File: config.mk
export PLATFORM = sky130hd
export DESIGN_NAME = mi3d_merge
export DESIGN_NICKNAME = d
export VERILOG_FILES = /design/src/rtl/mi3d_pkg.sv /design/src/rtl/mi3d_merge.sv
export SDC_FILE = /design/constraint.sdc
export NUM_CORES = 1
export LEC_CHECK = 0
export CORE_MARGIN = 2
export CORE_UTILIZATION = 23
export DETAILED_ROUTE_END_ITERATION = 12
export DONT_BUFFER_PORTS = 1
export PLACE_DENSITY_LB_ADDON = 0.08
export SYNTH_ARGS = -nofsm -noshare
export SYNTH_HDL_FRONTEND = slang
export SYNTH_SLANG_ARGS = --single-unit
File: constraint.sdc
create_clock -name vclk -period 15.6
set_input_delay 4.68 -clock vclk [all_inputs]
set_output_delay 4.68 -clock vclk [all_outputs]
set_load 0.05 [all_outputs]
File: src/rtl/mi3d_pkg.sv
// shared types and constants for the minimum-image wrap block
// no dependencies; compiled first
`default_nettype none

package mi3d_pkg;

  localparam int COORD_W = 32;
  localparam int CFG_W   = 31;
  localparam int PROD_W  = 63;
  localparam int RED_W   = 33;
  localparam int ABS_W   = 32;
  localparam int SUM_W   = 34;
  localparam int LANES   = 3;
  localparam int STAGES  = 4;
  localparam int ADDR_W  = 4;
  localparam int DATA_W  = 32;

  localparam logic [CFG_W-1:0]         CELL_RESET   = CFG_W'(65536);
  localparam logic [COORD_W-1:0]       FRAC_HALF    = 32'h8000_0000;
  localparam logic signed [RED_W-1:0]  RED_HALF     = 33'sh0_8000_0000;
  localparam logic [SUM_W-1:0]         THREE_QUART  = 34'h0_C000_0000;
  localparam logic signed [63:0]       ROUND_BIAS   = 64'sh0000_0000_8000_0000;

  typedef enum logic [1:0] {
    MODE_NONE,
    MODE_CUBIC,
    MODE_OCTA,
    MODE_INVALID
  } mode_e;

  typedef enum logic [1:0] {
    REG_MODE,
    REG_CELL,
    REG_INV_CELL
  } reg_idx_e;

  typedef struct packed {
    mode_e             mode;
    logic [CFG_W-1:0]  cell_size;
    logic [CFG_W-1:0]  inv_size;
  } cfg_t;

  typedef struct packed {
    logic en;
    logic fix;
  } lane_ctrl_t;

endpackage

`default_nettype wire

File: src/rtl/mi3d_merge.sv
// merge of the three lanes: sum of reduced magnitudes against three quarters
// depends on mi3d_pkg
`default_nettype none

module mi3d_merge (
  input  mi3d_pkg::mode_e             mode_i,
  input  logic [mi3d_pkg::ABS_W-1:0]  abs_x_i,
  input  logic [mi3d_pkg::ABS_W-1:0]  abs_y_i,
  input  logic [mi3d_pkg::ABS_W-1:0]  abs_z_i,
  output logic                        fix_o
);
  import mi3d_pkg::*;

  logic [SUM_W-1:0] sum;

  assign sum   = SUM_W'(abs_x_i) + SUM_W'(abs_y_i) + SUM_W'(abs_z_i);
  assign fix_o = (mode_i == MODE_OCTA) && (sum > THREE_QUART);

endmodule

`default_nettype wire

======== Yosys cells after proc, flatten, opt, wreduce, memory -nomap -nowiden ========
Index checks and enable logic that the tools add are counted.
cells by class
  reductions and logical operators ........ 1
  add/sub/neg operators ................... 2
  equal/unequal tests ..................... 1
  magnitude comparators ................... 1
operators by type and width
  kind                                                  number
  adder 33 x 32 -> 34 bit                               1
  > comparator 34 x 32 -> 1 bit, second input constant  1
  adder 32 x 32 -> 33 bit                               1
  == test 2 bit, second input constant                  1
  logical AND 1 bit                                     1
word-level totals
  register bits ........................... 0
  logic and storage cells ................. 5
  input bits .............................. 98
  output and inout port bits .............. 1

======== Logic depth before layout (Yosys ltp) ========
  word-level depth ........................ 4
  depth in mapped cells ................... 15
  mapped depth without buffers ............ 15

======== Least setup slack after synthesis ========
No wires, ideal clock.
  path type ............................... in2out
  start ................................... input abs_x_i[1] (netlist name)
  end ..................................... output fix_o
  data required time ...................... 10.920 ns
  path buffers ............................ 0
  arrival ................................. 8.493 ns
  stages on the path ...................... 13
  setup slack ............................. 2.427 ns
  cells stage by stage .................... fa_1 > ha_1 > fa_1 > a21o_1 > a221o_1 > a221oi_4 > o21ai_2 > a311oi_2 > o21bai_1 > a21o_1 > a21oi_1 > nand4_1 > a41oi_1
on the way
  longest elaborated chain between the ends .. 4
RTL lines
  what                           RTL line          text
  from (decl)                    mi3d_merge.sv:7   input logic [mi3d_pkg::ABS_W-1:0] abs_x_i,
  adder 32 x 32 -> 33 bit        mi3d_merge.sv:16  assign sum = SUM_W'(abs_x_i) + SUM_W'(abs_y_i) + SUM_W'(abs_z_i);
  adder 33 x 32 -> 34 bit        mi3d_merge.sv:16
  > comparator 34 x 32 -> 1 bit  mi3d_merge.sv:17  assign fix_o = (mode_i == MODE_OCTA) && (sum > THREE_QUART);
  logical AND 1 bit              mi3d_merge.sv:17
  to (decl)                      mi3d_merge.sv:10  output logic fix_o
No other way between the ends.

======== Worst setup path after layout ========
Ends and elaborated chain as after synthesis.

==> flow_summary_export.csv <==
group,metric,value,unit
floorplan,core_area,0.0121,mm²
route,first_pass_iters,4,
floorplan,dieHeight,115,µm
grt,grt_max_degree,12,
route,drt_wl_total,8.47,mm
power,power.density,77.2,mW/mm²
synthesis,ys_types,63,
sta,rsz0062_at_grt,"false",
synthesis,syn_inst,353,
synthesis,synth_nets,515,
sta,tns,0,ps
setup_path,crit_buf_inv,0,
finish,multi_input_area,0.00272,mm²
finish,layout_common_cells,"33 x fa_1, 31 x ha_1, 29 x a21oi_1",
grt,grt_pass1_wl,13.7,mm
finish,fin_util,24.6,%
finish,num-nets-final,497,
synthesis,syn_avg_cell_area,8.06,µm²
synthesis,ys_seq_area_share,0,%
sta,max_slew.worst_pin.slew,1170,ps
setup_path,cpPeakStageDelay,950,ps
setup_path,crit_start,"abs_x_i[1]",
setup_path,endpoint_kind,"output pin",
sta,setup_violations,0,
grt,grt_overflow,0,
floorplan,dieArea,0.0133,mm²
setup_path,critPathTopFamily,"compound AO/OA/AOI/OAI gates",
power,ir_drop,0.0175,mV
min_path,hold_path.class,"in2out",
sta,maxSlewViolCount,0,
setup_path,cp_cell_sequence,"fa_1 -> ha_1 -> fa_1 -> a21o_1 -> a221o_1 -> a221oi_4 -> o21ai_2 -> a311oi_2 -> o21bai_1 -> a21o_1 -> a21oi_1 -> nand4_1 -> a41oi_1",
placed_design,globalplace.congestion,0.796,
synthesis,yosys_warnings,0,
route,viasPerCell,5.28,
synthesis,yosysTopAreaCellShare,23.2,%
route,wire_per_inst,16.9,µm
setup_path,cp_slowest_cell,"a41oi_1",
finish,ff_latch_area,0,µm²
placed_design,place_ws,2160,ps
synthesis,synth_top_area_cell,"fa_1",
finish,nClkBuffers,0,
floorplan,boundaryPins,99,
setup_path,path_max_fanout,5,
finish,flops_and_latches,0,
power,p_leak,1.09,nW
placed_design,hpwl,7.36,mm
floorplan,start_util,23.6,%
min_path,min_from,"mode_i[1]",
route,antenna_left,0,
finish,fill_cells,1355,
clock_tree,postCtsResizedCells,0,
route,drc_errors,0,
finish,layout-drive-gt1-share,3.60,%
sta,period_minus_slack,13470,ps
grt,antenna_found_initial,0,
setup_path,cp.required,10920,ps
placed_design,portBuffers,0,
route,drt_iter0_markers,112,
floorplan,rows,40,
setup_path,worstPathArrival,8790,ps
finish,area.growth.synth_to_final,4.40,%
finish,num_antenna_cells,0,
finish,final_common_cell,"fa_1",
run,cap_violations,0,
sta,finalHoldViolations,0,
setup_path,critPathKind,"in2out",
sta,period_share,86.3,%
synthesis,netlist_area,0.00285,mm²
sta,max_freq,0.0742,GHz
clock_tree,cts-hold-fix-buffers,0,
route,via_count,2647,
setup_path,start_kind,"input port",
sta,slew_headroom,21.1,%
floorplan,dieWidth,115,µm
sta,setup_slack,2130,ps
run_status,status,"finished clean",
clock_tree,cts_setup_buffers,0,
synthesis,synthTopCellsByArea,"fa_1 23%, ha_1 14%, a21oi_1 5.1%",
grt,grt_pass1_vias,2667,
grt,grtUsageTotal,12.6,%
cell families (layout without fill, tap and decap cells):
logic type,Yosys count,after routing,synth area share (%)
buffers and inverters,32,12,4.57
AND/OR/NAND/NOR,117,117,22.7
AO/OA/AOI/OAI,128,128,32.0
multiplexers,4,4,1.45
adder cells (fa/ha/maj),64,64,36.8
XOR/XNOR,8,8,2.46
area by class of cell:
| class | instances | share of cell area [%] |
|---|---|---|
| multi-input cells | 321 | 91.4 |
| well taps | 168 | 7.07 |
| inverters | 12 | 1.52 |
per-stage QoR:
step                      area (µm²)  instances  power [W]  hold slack [ps]
after CTS                       2970        501   0.000231             9710
after floorplan                 2850        353   0.000175             9680
final                           2970        501   0.000229             9700
after global routing            2970        501   0.000257             9720
after detailed placement        2970        501   0.000229             9710
after global placement          2970        501   0.000231             9710
worst paths after layout:
kind	endpoint	slack, ps	depth (start not counted)
worst max-delay path	fix_o	2130	13
worst min-delay path	fix_o	9700	3
power breakdown:
part,internal [W],leakage (nW),switching [W]
sequential,0,0,0
clock,0,0,0
combinational,0.0000901,1.09,0.000139
total,0.0000901,1.09,0.000139
synthesized netlist by cell type (4+ instances only):
library cell,count
o21bai_1,5
a21oi_1,29
ha_1,31
a31oi_1,4
nor2b_1,4
o2111ai_1,4
xnor2_1,5
o21ai_1,9
clkbuf_1,16
inv_1,12
and4_1,6
o21ai_0,17
nand2b_1,5
nand4_1,9
o21a_1,4
a21o_1,8
nand2_1,21
nor3_1,13
a211oi_1,5
o211ai_1,10
and3_1,6
fa_1,33
nand3_1,7
nand3b_1,5
nor3b_1,4
nor2_1,19
metal layers:
metal	global-route usage (%)	vias to the layer above	share of wire, %
met2	20.8	74	47
met5	0	-	0
met3	0.158	4	3.2
met1	19.4	1252	50
met4	0.643	0	0.46
li1	-	1317	-
(Power assumes the default switching activity.)
